$ cat src/rtl/eesp_pkg.sv
`timescale 1ns / 1ps
package eesp_pkg;
  localparam int LevelDepthDefault = 8;
  localparam logic [1:0] RK_HDR = 2'd0;
  localparam logic [1:0] RK_INT = 2'd1;
  localparam logic [1:0] RK_PASS = 2'd2;
  localparam logic [2:0] ERR_NONE = 3'd0;
  localparam logic [2:0] ERR_ID = 3'd1;
  localparam logic [2:0] ERR_LEN = 3'd2;
  localparam logic [2:0] ERR_INT = 3'd3;
  localparam logic [2:0] ERR_DEEP = 3'd4;
  localparam logic [2:0] EK_SKIP = 3'd0;
  localparam logic [2:0] EK_MASTER = 3'd1;
  localparam logic [2:0] EK_UINT = 3'd2;
  localparam logic [2:0] EK_SINT = 3'd3;
  localparam logic [2:0] EK_PASS = 3'd4;
  localparam logic [0:0] CFG_ID_MAX = 1'd0;
  localparam logic [0:0] CFG_LEN_MAX = 1'd1;

  typedef struct packed {
    logic [7:0] data_byte;
    logic [2:0] element_kind;
  } in_t;

  typedef struct packed {
    logic [1:0]  result_kind;
    logic [2:0]  error_code;
    logic [31:0] element_id;
    logic [55:0] element_length;
    logic        length_unknown;
    logic [3:0]  levels_closed;
    logic [3:0]  nesting_depth;
    logic [63:0] int_value;
    logic [7:0]  payload_byte;
    logic        last_byte;
  } out_t;

  // Position of the highest set bit from the top, 1..8; 9 for a zero byte.
  function automatic logic [3:0] marker_width(input logic [7:0] b);
    logic [3:0] w;
    w = 4'd9;
    for (int i = 7; i >= 0; i--) begin
      if (b[i] && w == 4'd9) w = 4'(8 - i);
    end
    return w;
  endfunction
endpackage

$ cat src/rtl/eesp_stream_if.sv
`timescale 1ns / 1ps
interface eesp_stream_if #(parameter type payload_t = logic) ();
  logic     valid;
  logic     ready;
  payload_t payload;
  modport source (output valid, output payload, input ready);
  modport sink (input valid, input payload, output ready);
endinterface

$ cat src/rtl/ebml_element_stream_parser_top.sv
`timescale 1ns / 1ps
// EBML element stream parser.
// Channel in_ch carries one stream byte per word with the element kind, which
// is sampled on the last length byte. Channel out_ch carries header, integer
// and pass-through results; at most one result per input byte.
// The configuration port (cfg_we, cfg_index, cfg_data) sets the widest ID and
// length fields; write it only while the block is idle.
// A two-entry queue takes bytes in at one per cycle while it has room; the
// back end handles one byte per cycle while it is not walking the level
// stack and the receiver does not stall. On the first ID byte of each
// element the back end walks the level stack, each level check passing
// through a wait state for the registered stack memory read and a check
// state. A result shows on out_ch the cycle after its byte leaves the queue.
// When the receiver stalls, the output register holds and the back end
// waits; the queue still fills. Synchronous reset empties the queue, clears
// the level count and clears a halt caused by an error; until then an error
// makes the block drop every further byte without a result.
module ebml_element_stream_parser_top import eesp_pkg::*; #(
  parameter int LEVEL_DEPTH = LevelDepthDefault
) (
  input  logic         clk,
  input  logic         rst,
  eesp_stream_if.sink   in_ch,
  eesp_stream_if.source out_ch,
  input  logic         cfg_we,
  input  logic [0:0]   cfg_index,
  input  logic [3:0]   cfg_data
);
  logic [2:0]  id_max_bytes;
  logic [3:0]  length_max_bytes;
  logic        q_valid, q_pop;
  in_t         q_data;
  logic [63:0] q_pos;

  always_ff @(posedge clk) begin
    if (rst) begin
      id_max_bytes <= 3'd4;
      length_max_bytes <= 4'd8;
    end else if (cfg_we) begin
      case (cfg_index)
        CFG_ID_MAX: id_max_bytes <= cfg_data[2:0];
        CFG_LEN_MAX: length_max_bytes <= cfg_data;
        default: ;
      endcase
    end
  end

  eesp_front u_front (
    .clk(clk), .rst(rst), .in_valid(in_ch.valid), .in_ready(in_ch.ready),
    .in_data(in_ch.payload), .q_valid(q_valid), .q_pop(q_pop),
    .q_data(q_data), .q_pos(q_pos)
  );

  eesp_back #(.LEVEL_DEPTH(LEVEL_DEPTH)) u_back (
    .clk(clk), .rst(rst), .id_max_bytes(id_max_bytes),
    .length_max_bytes(length_max_bytes), .q_valid(q_valid), .q_pop(q_pop),
    .q_data(q_data), .q_pos(q_pos), .out_valid(out_ch.valid),
    .out_ready(out_ch.ready), .out_data(out_ch.payload)
  );
endmodule

$ cat src/rtl/eesp_ram.sv
`timescale 1ns / 1ps
module eesp_ram #(
  parameter int WIDTH = 64,
  parameter int DEPTH = 8
) (
  input  logic                     clk,
  input  logic                     we,
  input  logic [$clog2(DEPTH)-1:0] waddr,
  input  logic [WIDTH-1:0]         wdata,
  input  logic [$clog2(DEPTH)-1:0] raddr,
  output logic [WIDTH-1:0]         rdata
);
  logic [WIDTH-1:0] mem [DEPTH];
  always_ff @(posedge clk) begin
    if (we) mem[waddr] <= wdata;
    rdata <= mem[raddr];
  end
endmodule

$ cat src/rtl/eesp_front.sv
`timescale 1ns / 1ps
// Front part: takes bytes, tags each with its stream offset and queues it.
module eesp_front import eesp_pkg::*; (
  input  logic        clk,
  input  logic        rst,
  input  logic        in_valid,
  output logic        in_ready,
  input  in_t         in_data,
  output logic        q_valid,
  input  logic        q_pop,
  output in_t         q_data,
  output logic [63:0] q_pos
);
  in_t         buf_data [2];
  logic [63:0] buf_pos [2];
  logic [1:0]  cnt;
  logic        wp, rp;
  logic [63:0] offset;
  logic        push;

  assign in_ready = (cnt != 2'd2);
  assign push = in_valid && in_ready;
  assign q_valid = (cnt != 2'd0);
  assign q_data = buf_data[rp];
  assign q_pos = buf_pos[rp];

  always_ff @(posedge clk) begin
    if (push) begin
      buf_data[wp] <= in_data;
      buf_pos[wp] <= offset;
    end
    if (rst) begin
      cnt <= 2'd0;
      wp <= 1'b0;
      rp <= 1'b0;
      offset <= 64'd0;
    end else begin
      if (push) begin
        wp <= ~wp;
        offset <= offset + 64'd1;
      end
      if (q_pop) rp <= ~rp;
      cnt <= cnt + 2'(push) - 2'(q_pop);
    end
  end
endmodule

$ cat src/rtl/eesp_back.sv
`timescale 1ns / 1ps
// Back part: header decode, level stack, payload handling and output register.
module eesp_back import eesp_pkg::*; #(
  parameter int LEVEL_DEPTH = LevelDepthDefault
) (
  input  logic        clk,
  input  logic        rst,
  input  logic [2:0]  id_max_bytes,
  input  logic [3:0]  length_max_bytes,
  input  logic        q_valid,
  output logic        q_pop,
  input  in_t         q_data,
  input  logic [63:0] q_pos,
  output logic        out_valid,
  input  logic        out_ready,
  output out_t        out_data
);
  localparam int AW = $clog2(LEVEL_DEPTH);
  localparam int CW = $clog2(LEVEL_DEPTH + 1);
  localparam logic [1:0] PH_ID = 2'd0;
  localparam logic [1:0] PH_LEN = 2'd1;
  localparam logic [1:0] PH_PAY = 2'd2;
  localparam logic [1:0] ST_RUN = 2'd0;
  localparam logic [1:0] ST_POP = 2'd1;
  localparam logic [1:0] ST_CHK = 2'd2;

  logic [1:0]  phase, st;
  logic [3:0]  fexp, fseen;
  logic [31:0] id_acc;
  logic [55:0] len_acc;
  logic        ones;
  logic [2:0]  kind_l;
  logic [55:0] remain;
  logic [63:0] val;
  logic [CW-1:0] lcount;
  logic [CW-1:0] pend;
  logic        halted;
  logic [LEVEL_DEPTH-1:0] open_end;
  logic [63:0] top_end;
  logic [63:0] first_pos;
  logic [3:0]  first_w;

  logic        ram_we;
  logic [AW-1:0] ram_wa, ram_ra;
  logic [63:0] ram_wd;

  eesp_ram #(.WIDTH(64), .DEPTH(LEVEL_DEPTH)) u_stack (
    .clk(clk), .we(ram_we), .waddr(ram_wa), .wdata(ram_wd),
    .raddr(ram_ra), .rdata(top_end)
  );

  logic [7:0]  b;
  logic [2:0]  k;
  logic [3:0]  w, idlim, lenlim;
  logic        can_out, take;
  logic [3:0]  fseen_n;
  logic [55:0] len_n, rem_n;
  logic [63:0] val_n, endp, endsum;
  logic [7:0]  lmask;
  logic        ones_n, endov;
  logic [6:0]  bits;
  logic [63:0] sext;
  logic        len_err, len_done, emit;
  logic [2:0]  hdr_err;
  logic [3:0]  hdr_depth;

  assign b = q_data.data_byte;
  assign k = q_data.element_kind;
  assign w = marker_width(b);
  assign idlim = (id_max_bytes == 3'd0) ? 4'd1 :
                 (id_max_bytes > 3'd4) ? 4'd4 : {1'b0, id_max_bytes};
  assign lenlim = (length_max_bytes == 4'd0) ? 4'd1 :
                  (length_max_bytes > 4'd8) ? 4'd8 : length_max_bytes;
  assign can_out = !out_valid || out_ready;
  assign take = q_valid && !halted && st == ST_RUN && can_out;
  assign q_pop = take || (q_valid && halted);
  assign ram_ra = (lcount == '0) ? '0 : AW'(lcount - CW'(1));

  always_comb begin
    lmask = 8'h80 >> (w - 4'd1);
    fseen_n = fseen + 4'd1;
    if (fseen == 4'd0) begin
      len_n = {48'd0, b & (lmask - 8'd1)};
      ones_n = ((b & (lmask - 8'd1)) == (lmask - 8'd1));
    end else begin
      len_n = {len_acc[47:0], b};
      ones_n = ones && (b == 8'hff);
    end
    rem_n = (remain != 56'd0) ? remain - 56'd1 : remain;
    val_n = {val[55:0], b};
    bits = {len_acc[3:0], 3'b000};
    sext = val_n;
    if (kind_l == EK_SINT && bits != 7'd0 && bits < 7'd64 && val_n[bits[5:0] - 6'd1])
      sext = val_n | ({64{1'b1}} << bits[5:0]);
    endsum = q_pos + 64'd1 + {8'd0, len_n};
    endov = endsum < q_pos + 64'd1;
    endp = endov ? {64{1'b1}} : endsum;
    len_err = (fseen == 4'd0) && (w > lenlim);
    len_done = fseen_n >= ((fseen == 4'd0) ? w : fexp);
    hdr_err = ERR_NONE;
    hdr_depth = 4'(lcount);
    if (k == EK_MASTER) begin
      if (lcount >= CW'(LEVEL_DEPTH)) hdr_err = ERR_DEEP;
      else hdr_depth = 4'(lcount + CW'(1));
    end else if ((k == EK_UINT || k == EK_SINT) && (len_n < 56'd1 || len_n > 56'd8)) begin
      hdr_err = ERR_INT;
    end
    emit = take && ((phase == PH_ID && fseen == 4'd0 && w > idlim) ||
                    (phase == PH_LEN && (len_err || len_done)) ||
                    (phase != PH_ID && phase != PH_LEN &&
                     (kind_l == EK_PASS ||
                      ((kind_l == EK_UINT || kind_l == EK_SINT) && rem_n == 56'd0))));
  end

  always_ff @(posedge clk) begin
    ram_we <= take && phase == PH_LEN && !len_err && len_done && k == EK_MASTER &&
              lcount < CW'(LEVEL_DEPTH);
    ram_wa <= AW'(lcount);
    ram_wd <= endp;
    if (rst) begin
      phase <= PH_ID; st <= ST_RUN;
      fexp <= '0; fseen <= '0; id_acc <= '0; len_acc <= '0; ones <= 1'b0;
      kind_l <= '0; remain <= '0; val <= '0; lcount <= '0; pend <= '0;
      halted <= 1'b0; open_end <= '0; out_valid <= 1'b0;
      first_pos <= '0; first_w <= '0;
    end else begin
      out_valid <= emit || (out_valid && !out_ready);
      case (st)
        ST_POP: begin
          // Stack top read is registered; wait in this state for it.
          st <= ST_CHK;
        end
        ST_CHK: begin
          if (lcount != '0 && !open_end[AW'(lcount - CW'(1))] &&
              first_pos >= top_end) begin
            lcount <= lcount - CW'(1);
            pend <= pend + CW'(1);
            st <= ST_POP;
          end else begin
            st <= ST_RUN;
            if (first_w == 4'd1) begin
              phase <= PH_LEN; fexp <= '0; fseen <= '0;
            end else begin
              fexp <= first_w;
            end
          end
        end
        default: begin
          if (take) begin
            case (phase)
              PH_ID: begin
                if (fseen == 4'd0) begin
                  id_acc <= {24'd0, b};
                  if (w > idlim) begin
                    halted <= 1'b1;
                    out_data <= '{RK_HDR, ERR_ID, {24'd0, b}, 56'd0, 1'b0, 4'd0,
                                  4'(lcount), 64'd0, 8'd0, 1'b0};
                  end else begin
                    first_pos <= q_pos; first_w <= w;
                    pend <= '0; fseen <= 4'd1;
                    st <= ST_POP;
                  end
                end else begin
                  id_acc <= {id_acc[23:0], b};
                  if (fseen_n >= fexp) begin
                    phase <= PH_LEN; fseen <= '0; fexp <= '0;
                  end else begin
                    fseen <= fseen_n;
                  end
                end
              end
              PH_LEN: begin
                if (len_err) begin
                  halted <= 1'b1;
                  out_data <= '{RK_HDR, ERR_LEN, id_acc, 56'd0, 1'b0, 4'd0,
                                4'(lcount), 64'd0, 8'd0, 1'b0};
                end else begin
                  len_acc <= len_n; ones <= ones_n;
                  if (!len_done) begin
                    fseen <= fseen_n;
                    if (fseen == 4'd0) fexp <= w;
                  end else begin
                    fseen <= '0; fexp <= '0; kind_l <= k; pend <= '0;
                    out_data <= '{RK_HDR, hdr_err, id_acc, len_n, ones_n, 4'(pend),
                                  hdr_depth, 64'd0, 8'd0, 1'b0};
                    if (k == EK_MASTER) begin
                      phase <= PH_ID;
                      if (lcount >= CW'(LEVEL_DEPTH)) begin
                        halted <= 1'b1;
                      end else begin
                        open_end[AW'(lcount)] <= ones_n;
                        lcount <= lcount + CW'(1);
                      end
                    end else if (k == EK_UINT || k == EK_SINT) begin
                      if (len_n < 56'd1 || len_n > 56'd8) begin
                        halted <= 1'b1;
                        phase <= PH_ID;
                      end else begin
                        val <= '0; remain <= len_n; phase <= PH_PAY;
                      end
                    end else if (len_n != 56'd0) begin
                      remain <= len_n; phase <= PH_PAY;
                    end else begin
                      phase <= PH_ID;
                    end
                  end
                end
              end
              default: begin
                remain <= rem_n;
                if (kind_l == EK_UINT || kind_l == EK_SINT) begin
                  val <= val_n;
                  if (rem_n == 56'd0) begin
                    phase <= PH_ID;
                    out_data <= '{RK_INT, ERR_NONE, id_acc, len_acc, 1'b0, 4'd0,
                                  4'(lcount), sext, 8'd0, 1'b0};
                  end
                end else if (kind_l == EK_PASS) begin
                  if (rem_n == 56'd0) phase <= PH_ID;
                  out_data <= '{RK_PASS, ERR_NONE, id_acc, len_acc, ones, 4'd0,
                                4'(lcount), 64'd0, b, rem_n == 56'd0};
                end else if (rem_n == 56'd0) begin
                  phase <= PH_ID;
                end
              end
            endcase
          end
        end
      endcase
    end
  end
endmodule

$ cat src/flat_wrapper.sv
// flat-port wrapper written by rule: the top's interface ports become plain ports
module ebml_element_stream_parser_top_flat import eesp_pkg::*;
#(
  parameter int LEVEL_DEPTH = LevelDepthDefault
)
  (clk, rst, cfg_we, cfg_index, cfg_data, in_ch_valid, in_ch_payload, in_ch_ready, out_ch_valid, out_ch_payload, out_ch_ready);
  eesp_stream_if in_ch_i ();
  eesp_stream_if out_ch_i ();
  input  logic clk;
  input  logic rst;
  input  logic cfg_we;
  input  logic [0:0] cfg_index;
  input  logic [3:0] cfg_data;
  input wire logic [$bits(in_ch_i.valid)-1:0] in_ch_valid;
  input wire logic [$bits(in_ch_i.payload)-1:0] in_ch_payload;
  output wire logic [$bits(in_ch_i.ready)-1:0] in_ch_ready;
  output wire logic [$bits(out_ch_i.valid)-1:0] out_ch_valid;
  output wire logic [$bits(out_ch_i.payload)-1:0] out_ch_payload;
  input wire logic [$bits(out_ch_i.ready)-1:0] out_ch_ready;
  assign in_ch_i.valid = in_ch_valid;
  assign in_ch_i.payload = in_ch_payload;
  assign in_ch_ready = in_ch_i.ready;
  assign out_ch_valid = out_ch_i.valid;
  assign out_ch_payload = out_ch_i.payload;
  assign out_ch_i.ready = out_ch_ready;
  ebml_element_stream_parser_top #(.LEVEL_DEPTH(LEVEL_DEPTH)) u_core (.clk(clk), .rst(rst), .in_ch(in_ch_i), .out_ch(out_ch_i), .cfg_we(cfg_we), .cfg_index(cfg_index), .cfg_data(cfg_data));
endmodule
$ cat config.mk
export PLATFORM = sky130hd
export DESIGN_NAME = ebml_element_stream_parser_top_flat
export DESIGN_NICKNAME = d
export VERILOG_FILES = /design/src/rtl/eesp_pkg.sv /design/src/rtl/eesp_stream_if.sv /design/src/rtl/ebml_element_stream_parser_top.sv /design/src/rtl/eesp_ram.sv /design/src/rtl/eesp_front.sv /design/src/rtl/eesp_back.sv /design/src/flat_wrapper.sv
export SDC_FILE = /design/constraint.sdc
export NUM_CORES = 1
export LEC_CHECK = 0
export BUFFER_PORTS_ARGS = -buffer_cell sky130_fd_sc_hd__buf_2
export CAP_MARGIN = 40
export CORE_MARGIN = 2
export CORE_UTILIZATION = 54
export CTS_BUF_LIST = sky130_fd_sc_hd__clkbuf_16
export CTS_CLUSTER_SIZE = 40
export DETAILED_ROUTE_END_ITERATION = 7
export HOLD_SLACK_MARGIN = 0.06
export MAX_ROUTING_LAYER = met4
export PLACE_DENSITY = 0.69
export SLEW_MARGIN = 30
export SYNTH_ARGS = -nofsm -noshare
export SYNTH_HDL_FRONTEND = slang
export SYNTH_SLANG_ARGS = --single-unit
$ cat constraint.sdc
create_clock -name clk -period 5.4 [get_ports clk]
set_clock_uncertainty 0.15 [all_clocks]
set_input_delay 1.35 -clock clk [delete_from_list [all_inputs] [get_ports clk]]
set_output_delay 1.35 -clock clk [all_outputs]
set_load 0.02 [all_outputs]
==> flow_metrics.tcl, run 1 <==
set metrics [dict create \
    wl_um 65560 \
    first_pass_iters 6 \
    synth_cells 2073 \
    path_class "register to register" \
    synth-seq-area-share_pct 73.10 \
    maxSlewViolCount 0 \
    yosys_warnings 0 \
    post_cts_buffers 0 \
    maxCapViolations 0 \
    dieWidth_um 249.6 \
    synth-seq-cells 868 \
    synth_cell_type_count 68 \
    ctsLongestPathBuffers 3 \
    fin_crit_ps 4208 \
    die_y_um 249.6 \
    fin_ws_ps 1192 \
    dp_worst_setup_slack_ps 1187 \
    synth_top_area_share_pct 59.21 \
    synth-main-ff-cell "edfxtp_1" \
    n_antenna_cell 0 \
    ant_nets 0 \
    clk_latency_ps 640 \
    setup_tns_ps 0 \
    status "finished clean" \
    coreArea_mm2 0.06002 \
    drc 0 \
    die_area_mm2 0.06228 \
    final-hold-violation-count 0 \
    wire_per_inst_um 22.13 \
    place.gp.congestion 0.8374 \
    cts_hold_buffers 0 \
    ios 14 \
    setup_violations 0 \
    power_density_mw_per_mm2 410.8 \
    netlist_area_mm2 0.03256 \
    cts_made_buffers 85 \
    worstMarginPinSlew_ps 853.2 \
    start_kind "register" \
    port_buffers 6 \
    grt_max_degree 85 \
    crit_required_ps 5760 \
    slew-limit-headroom_pct 42.60 \
    clock_tree.root_cell "clkbuf_16" \
    fmax_mhz 237.7 \
    vias_per_cell 6.039 \
    leakage_nw 11.81 \
    cp_max_fo 12 \
    synth_nets 2102 \
    h-tree-depth 3 \
    async_flop_share_pct 0 \
    initial_core_util_pct 54.25 \
    clock-sinks 868 \
    antenna_found_initial 1 \
    hold_class "register to register" \
    syn_to_final_growth_pct 12.04 \
    grt_pass1_vias 18080 \
    ys_top_cells_by_area "edfxtp_1 (59%), dfxtp_1 (14%), mux4_2 (4.6%)" \
    fin_nets 2136 \
    period_share_pct 77.92 \
    post_cts_resized 0 \
    rsz0062_at_grt "false" \
    end_kind "register" \
    ir_drop_v 0.0002644 \
    rows 90 \
    layout-drive-gt1-share_pct 12.94 \
    synth_edf_count 642 \
    path_clk_slew_ps 60 \
    avgSynthCellArea_um2 15.71 \
    dp_hpwl_um 38270 \
    drtIter0Drc 1539 \
    overflow 0 \
    track_usage_pct 21.83 \
    grt_pass1_wl_um 102200 \
    cts_tree "built" \
    cp.arrival_ps 4570 \
    synth_area_leader_cell "edfxtp_1" \
    utilization_pct 60.78 \
    vias 17890 \
]
[report_power, final]
part | switching (W) | internal [W] | total (W)
Sequential | 0.000466 | 0.00786 | 0.00833
Combinational | 0.000495 | 0.000305 | 0.000800
Clock | 0.00245 | 0.00341 | 0.00586
Total | 0.00341 | 0.0116 | 0.0150
[per-stage QoR]
step	hold WS, ps	instances	area, um^2	total power (W)
3_3_place_gp	264.3	2797	33600	0.009195
5_1_grt	310.1	2962	36480	0.01548
2_1_floorplan	175.8	2073	32570	0.008897
4_1_cts	289.7	2959	36430	0.01508
3_5_place_dp	279.0	2799	33640	0.009268
6_report	289.7	2962	36480	0.01499
[cells in the mapped netlist (12+ instances only)]
cell and n:
nand4_1 25, nand2b_1 15, nor2b_1 16, or3_1 12, nand2_1 75, dfxtp_1 226
xor2_1 81, ha_1 18, nand3b_1 16, a31oi_1 70, xnor2_1 50, nor4_1 23
mux2i_1 50, mux4_2 66, o221ai_1 128, and3_1 13, nor3_1 16, edfxtp_1 642
inv_1 24, clkbuf_1 77, nor2_1 173, nand3_1 60, a21oi_1 42, o21ai_0 19
buf_2 12
[layout by cell type (no fill, tap or decap), types with 18 or more instances in the layout]
master     Yosys  routed
nand4_1       25      25
inv_1         24      40
clkinv_1       1      21
o21ai_0       19      19
o221ai_1     128     128
a31oi_1       70      70
mux4_2        66      66
buf_4          5      36
edfxtp_1     642     642
dfxtp_1      226     225
nor4_1        23      22
nor2_1       173     165
xnor2_1       50      50
ha_1          18      18
xor2_1        81      81
a21oi_1       42      41
nand2_1       75      75
clkbuf_16      0      87
nand3_1       60      60
mux2i_1       50      50
[sequential cells by signal, indices dropped and copies added, names as in the netlist, 8 cells and up, named ones only]
name	count
u_core.u_back.open_end	8
u_core.u_back.ram_wd	64
u_core.u_back.u_stack.mem	512
u_core.u_back.u_stack.rdata	64
u_core.u_front.buf_pos	128
u_core.u_front.offset	64
[worst max-delay path: stages, from the launching register on]
cell	delay, ps
dfxtp_1	330
inv_1	80
ha_1	540
nor4b_1	520
nand4_1	220
nor4_1	680
buf_4	260
nand3_1	160
a211oi_1	640
nand2_1	190
mux2_2	310
[logic make-up after synthesis]
| group | after synthesis | synth area share (%) |
|---|---|---|
| buffers and inverters | 128 | 1.602 |
| AO/OA/AOI/OAI | 306 | 6.936 |
| XOR/XNOR | 131 | 3.524 |
| adder cells (fa/ha/maj) | 18 | 0.6917 |
| flip-flops | 868 | 73.10 |
| AND/OR/NAND/NOR | 497 | 7.754 |
| multiplexers | 124 | 6.379 |
| other | 1 | 0.01152 |
[worst paths after layout]
check / start / to / slack [ps] / depth (start not counted)
setup / recovery: u_core.u_back.st[0] / u_core.u_back.lcount[0] / 1190 / 10
hold / removal: u_core.u_back.open_end[6] / u_core.u_back.open_end[6] / 290 / 2
setup reg to reg: u_core.u_back.st[0] / u_core.u_back.lcount[0] / 1190 / 10
hold reg to reg: u_core.u_back.open_end[6] / u_core.u_back.open_end[6] / 290 / 2
[per-layer routing]
metal	up-vias	GRT usage [%]	routed length (um)
li1	8171	-	-
met3	104	3.035	3877
met5	-	-	0
met2	530	34.68	31840
met4	0	6.213	1227
met1	9083	29.85	28610
[area by class of cell]
class,instances,area [um^2]
multi-input cells,1077,8348
clock inverters,73,613.1
fillers,4288,23540
inverters,25,96.34
repair buffers,50,462.9
clock buffers,87,2177
well taps,782,978.4
flip-flops and latches,868,23810
Note: power is estimated with default switching activity, not from simulation.
==> run 2, diff against run 1 <==
--- a/config.mk
+++ b/config.mk
@@ -5,6 +5,7 @@
 export SDC_FILE = /design/constraint.sdc
 export NUM_CORES = 1
 export LEC_CHECK = 0
+export ABC_AREA = 1
 export BUFFER_PORTS_ARGS = -buffer_cell sky130_fd_sc_hd__buf_2
 export CAP_MARGIN = 40
 export CORE_MARGIN = 2
@@ -14,7 +15,7 @@
 export DETAILED_ROUTE_END_ITERATION = 7
 export HOLD_SLACK_MARGIN = 0.06
 export MAX_ROUTING_LAYER = met4
-export PLACE_DENSITY = 0.69
+export PLACE_DENSITY = 0.66
 export SLEW_MARGIN = 30
 export SYNTH_ARGS = -nofsm -noshare
 export SYNTH_HDL_FRONTEND = slang
==> constraint.sdc (replaced) <==
create_clock -name clk -period 4.2 [get_ports clk]
set_clock_uncertainty 0.15 [all_clocks]
set_input_delay 1.05 -clock clk [delete_from_list [all_inputs] [get_ports clk]]
set_output_delay 1.05 -clock clk [all_outputs]
set_load 0.02 [all_outputs]
==> run 2 against run 1 <==
Combinational power rose to 3.5 times the previous value. Sequential share of layout area fell by 4.8 points. Via count rose by 30%. Count of clock-buffer cells in the layout rose by 5. Synthesized area rose by 8.6%. First-iteration DRC count rose by 30%. Fmax rose by 38%. Die area rose by 8.5%.
==> flow_metrics.tcl, run 2 <==
set metrics [dict create \
    syn_to_final_growth_pct 11.33 \
    synth_area_leader_cell "edfxtp_1" \
    track_usage_pct 25.75 \
    synth_cells 3225 \
    drc 0 \
    overflow 0 \
    grt_pass1_vias 22470 \
    die_y_um 259.9 \
    synth-seq-area-share_pct 67.30 \
    dieWidth_um 259.9 \
    grt_max_degree 139 \
    dp_hpwl_um 54390 \
    path_class "register to register" \
    crit_required_ps 4560 \
    largest_register_ffs 512 \
    yosys_warnings 0 \
    synth_edf_count 642 \
    h-tree-depth 3 \
    async_flop_share_pct 0 \
    maxCapViolations 0 \
    maxSlewViolCount 0 \
    drtIter0Drc 1997 \
    synthTopCellsByCount "edfxtp_1 (642), nand2_1 (592), nor2_1 (422)" \
    grt_pass1_wl_um 127800 \
    clock-sinks 868 \
    cts_tree "built" \
    end_kind "register" \
    cts_made_buffers 87 \
    post_cts_buffers 0 \
    antenna_found_initial 0 \
    totalPowerFinal_w 0.02107 \
    synth_nets 3254 \
    coreArea_mm2 0.06458 \
    synth-seq-cells 868 \
    avgSynthCellArea_um2 10.97 \
    setup_tns_ps 0 \
    start_kind "register" \
    synth_cell_type_count 43 \
    synth_top_area_share_pct 54.51 \
    final-hold-violation-count 0 \
    leakage_nw 13.92 \
    initial_core_util_pct 54.77 \
    slew-limit-headroom_pct 43.04 \
    port_buffers 6 \
    fin_nets 3269 \
    n_antenna_cell 0 \
    ir_drop_v 0.0003811 \
    cp.arrival_ps 3420 \
    wire_per_inst_um 20.13 \
    post_cts_resized 0 \
    first_pass_iters 6 \
    die_area_mm2 0.06756 \
    fmax_mhz 327.6 \
    clk_latency_ps 630 \
    fin_crit_ps 3053 \
    rows 93 \
    largestRegisters "u_core.u_back.u_stack.mem x512, u_core.u_front.buf_pos x128" \
    regMostFlops "u_core.u_back.u_stack.mem" \
    ctsLongestPathBuffers 3 \
    cp_max_fo 8 \
    hold_class "register to register" \
    ant_nets 0 \
    power_density_mw_per_mm2 535.2 \
    ys_top_cells_by_area "edfxtp_1 (55%), dfxtp_1 (13%), nand2_1 (6.3%)" \
    cts_hold_buffers 0 \
    setup_violations 0 \
    place.gp.congestion 0.9257 \
    wl_um 83930 \
    final_cell_mix "edfxtp_1 (642), nand2_1 (591), nor2_1 (410)" \
    clock_tree.root_cell "clkbuf_16" \
    period_share_pct 72.68 \
    rsz0062_at_grt "false" \
    path_clk_slew_ps 60 \
    layout_commonest_cell "edfxtp_1" \
    layout-drive-gt1-share_pct 7.604 \
    vias_per_cell 5.592 \
    ios 14 \
    yosysMostFrequentCell "edfxtp_1" \
    netlist_area_mm2 0.03537 \
    status "finished clean" \
    vias 23320 \
    worstMarginPinSlew_ps 852.4 \
    synth-main-ff-cell "edfxtp_1" \
]
[run 2: final timing paths]
path / startpoint / end / slack, ps / cells after the start
max: u_core.u_back.fseen[0] / u_core.u_back.open_end[2] / 1150 / 14
min: u_core.u_back.open_end[2] / u_core.u_back.open_end[2] / 290 / 2
max reg2reg: u_core.u_back.fseen[0] / u_core.u_back.open_end[2] / 1150 / 14
min reg2reg: u_core.u_back.open_end[2] / u_core.u_back.open_end[2] / 290 / 2
[run 2: layout make-up]
| class | instances | area [um^2] |
|---|---|---|
| clock buffers | 92 | 2302 |
| multi-input cells | 1935 | 9970 |
| inverters | 288 | 1091 |
| well taps | 855 | 1070 |
| fillers | 5092 | 25210 |
| clock inverters | 71 | 426.7 |
| flip-flops and latches | 868 | 23810 |
| repair buffers | 60 | 708.2 |
[run 2: power breakdown]
group	switching, W	total [W]	internal (W)
Clock	0.00313	0.00733	0.00419
Combinational	0.00205	0.00282	0.000769
Sequential	0.000601	0.0109	0.0103
[run 2: kinds of logic after synthesis]
group	Yosys count	share of synthesized area (%)
AND/OR/NAND/NOR	1326	16.28
flip-flops	868	67.30
AO/OA/AOI/OAI	492	8.544
buffers and inverters	422	4.797
XOR/XNOR	96	2.377
adder cells (fa/ha/maj)	18	0.6368
multiplexers	2	0.05661
other	1	0.01060
[run 2: stage by stage]
step                instance area, um^2  setup WS, ps  std cells  utilization [%]  hold WS, ps
floorplan                         35370         448.0       3225                -        175.8
global placement                  36580          1055       3998            56.63        279.1
detailed placement                36630          1011       4003            56.72        280.3
CTS                               39360          1157       4166            60.94        288.9
global route                      39370         875.3       4169            60.97        314.5
finish                            39370          1147       4169            60.97        290.5
[run 2: worst max-delay path: stages, from the launching register on]
cell	delay, ps
dfxtp_1	470
inv_1	100
ha_1	200
nand2_1	160
inv_1	160
nor2_1	130
ha_1	150
nand2_1	70
o21a_1	200
nand2_1	180
inv_1	80
nor3_1	220
nand4_1	400
nor2_1	210
nor2_1	60
[run 2: per-layer routing]
layer,global-route usage [%],vias to the layer above,share of wire [%]
met2,41.88,693,48
met4,8.988,0,3.3
met5,-,-,0
li1,-,11210,-
met3,4.259,164,6.1
met1,32.87,11240,42
==> run 3, diff against run 2 <==
==> constraint.sdc (replaced) <==
create_clock -name clk -period 3.1 [get_ports clk]
set_clock_uncertainty 0.15 [all_clocks]
set_input_delay 0.775 -clock clk [delete_from_list [all_inputs] [get_ports clk]]
set_output_delay 0.775 -clock clk [all_outputs]
set_load 0.02 [all_outputs]
==> run 3 against run 2 <==
Via count grew 1.0%. Global-route usage grew 0.80 points. Worst hold slack lost 62 ps. Largest cell class unchanged. Combinational power grew 41%.
==> flow_metrics.tcl, run 3 (same netlist as run 2, synthesis figures left out) <==
set metrics [dict create \
    status "finished clean" \
    cts_hold_buffers 0 \
    maxSlewViolCount 0 \
    path_clk_slew_ps 60 \
    routed.top_layer "met4" \
    rsz0062_at_grt "true" \
    largest_register_ffs 512 \
    final-hold-violation-count 0 \
    hold_end "u_core.u_front.buf_data[0]" \
    antenna_found_initial 1 \
    largestRegisters "u_core.u_back.u_stack.mem x512, u_core.u_front.buf_pos x128" \
    slew-limit-headroom_pct 35.10 \
    first_pass_iters 5 \
    utilization_pct 61.99 \
    port_buffers 6 \
    syn_to_final_growth_pct 13.19 \
    n_antenna_cell 0 \
    wl_met3_um 4502 \
    grt_max_degree 139 \
    end_kind "register" \
    dieWidth_um 259.9 \
    fin_crit_ps 2896 \
    layout_commonest_cell "edfxtp_1" \
    place.gp.congestion 0.9938 \
    wire_per_inst_um 20.22 \
    power_density_mw_per_mm2 724.6 \
    overflow 0 \
    post_cts_resized 0 \
    ant_nets 0 \
    post_cts_buffers 0 \
    cp_max_fo 86 \
    dp_hpwl_um 56980 \
    worstMarginPinSlew_ps 963.3 \
    multi_input_area_mm2 0.009970 \
    clock_tree.root_cell "clkbuf_16" \
    maxCapViolations 0 \
    r2r_setup_slack_ps 200 \
    grt_pass1_vias 23280 \
    met1_length_um 36820 \
    path_class "register to register" \
    wl_um 85660 \
    die_area_mm2 0.06756 \
    vias 23560 \
    seqCellArea_mm2 0.02381 \
    ir_drop_v 0.0006136 \
    ff2ff_path_depth 11 \
    rows 93 \
    initial_core_util_pct 54.77 \
    setup_tns_ps 0 \
    max_stage_delay_ps 380 \
    vias_per_cell 5.560 \
    die_y_um 259.9 \
    coreArea_mm2 0.06458 \
    cp.arrival_ps 3280 \
    fill_cells 5087 \
    fin_nets 3337 \
    crit_required_ps 3480 \
    clk_latency_ps 640 \
    cts_tree "built" \
    crit_top_cell "inv_1" \
    track_usage_pct 26.56 \
    cts_made_buffers 88 \
    period_share_pct 93.41 \
    rr_endpoint "u_core.u_back.u_stack.rdata[6]" \
    worst_path_max_delay_cell "dfxtp_1" \
    leakage_nw 14.28 \
    ctsLongestPathBuffers 3 \
    hold_class "input pin to register" \
    clock-sinks 868 \
    final_cell_mix "edfxtp_1 (642), nand2_1 (591), nor2_1 (410)" \
    drc 0 \
    hold_depth 1 \
    worstPathCellList "inv_1 -> ha_1 -> nand3_1 -> inv_1 -> nor2_4 -> inv_8 -> buf_12 -> nand2_1 -> o211ai_1 -> a21oi_1 -> a31oi_1" \
    fin_cells 4237 \
    drtIter0Drc 2210 \
    setup_violations 0 \
    start_kind "register" \
    r2r_start "u_core.u_back.lcount[1]" \
    layout-drive-gt1-share_pct 9.521 \
    dp_cells 4073 \
    fmax_mhz 345.3 \
    grt_pass1_wl_um 132100 \
    h-tree-depth 3 \
    regMostFlops "u_core.u_back.u_stack.mem" \
    hold_start "in_ch_payload" \
    dr_wl_met2_um 42080 \
    ios 14 \
]
[run 3: worst max path at each step]
stage,start,end,slack [ps],depth (start not counted)
floorplan,u_core.u_back.ram_wa[0],u_core.u_back.u_stack.mem[0][0],-650,3
global placement,register,u_core.u_back.ram_wd[45],310,10
detailed placement,u_core.u_back.lcount[1],u_core.u_back.u_stack.rdata[6],290,11
CTS,u_core.u_back.lcount[1],u_core.u_back.u_stack.rdata[6],240,11
global route,u_core.u_back.lcount[1],u_core.u_back.u_stack.rdata[6],-40,11
finish,u_core.u_back.lcount[1],u_core.u_back.u_stack.rdata[6],200,11
[run 3: area by class of cell]
cell class                 count  share of cell area (%)
clock buffer                  89                   5.564
clock inverter                75                   1.388
inverter                     288                   2.726
multi-input combinational   1935                   24.90
sequential                   868                   59.47
tap                          855                   2.672
timing repair buffer         127                   3.276
[run 3: report_power, final]
part           internal [W]  switching, W
registers            0.0140      0.000944
clock network       0.00574       0.00436
logic               0.00127       0.00270
total                0.0210       0.00801
[run 3: per-stage QoR]
step	instance area [um^2]	worst slack [ps]	total power, W	hold WS (ps)
finish	40030	204.3	0.02901	228.4
global route	40030	-38.27	0.03018	202.6
CTS	40030	236.9	0.02918	202.9
detailed placement	37250	293.8	0.01914	286.0
global placement	37240	308.0	0.01901	273.4
floorplan	35380	-652.0	0.01727	175.8
[run 3: worst max-delay path, delay by kind of cell (launching register included)]
family,cells,cell delay (ps)
flip-flops,1,380
AO/OA/AOI/OAI,3,440
buffers and inverters,4,1020
AND/OR/NAND/NOR,3,400
adder cells (fa/ha/maj),1,250
[run 3: routing by layer]
metal | vias up | global-route usage, %
met5 | - | -
met4 | 0 | 8.110
met3 | 142 | 3.372
met2 | 678 | 43.37
met1 | 11390 | 34.89
li1 | 11350 | -
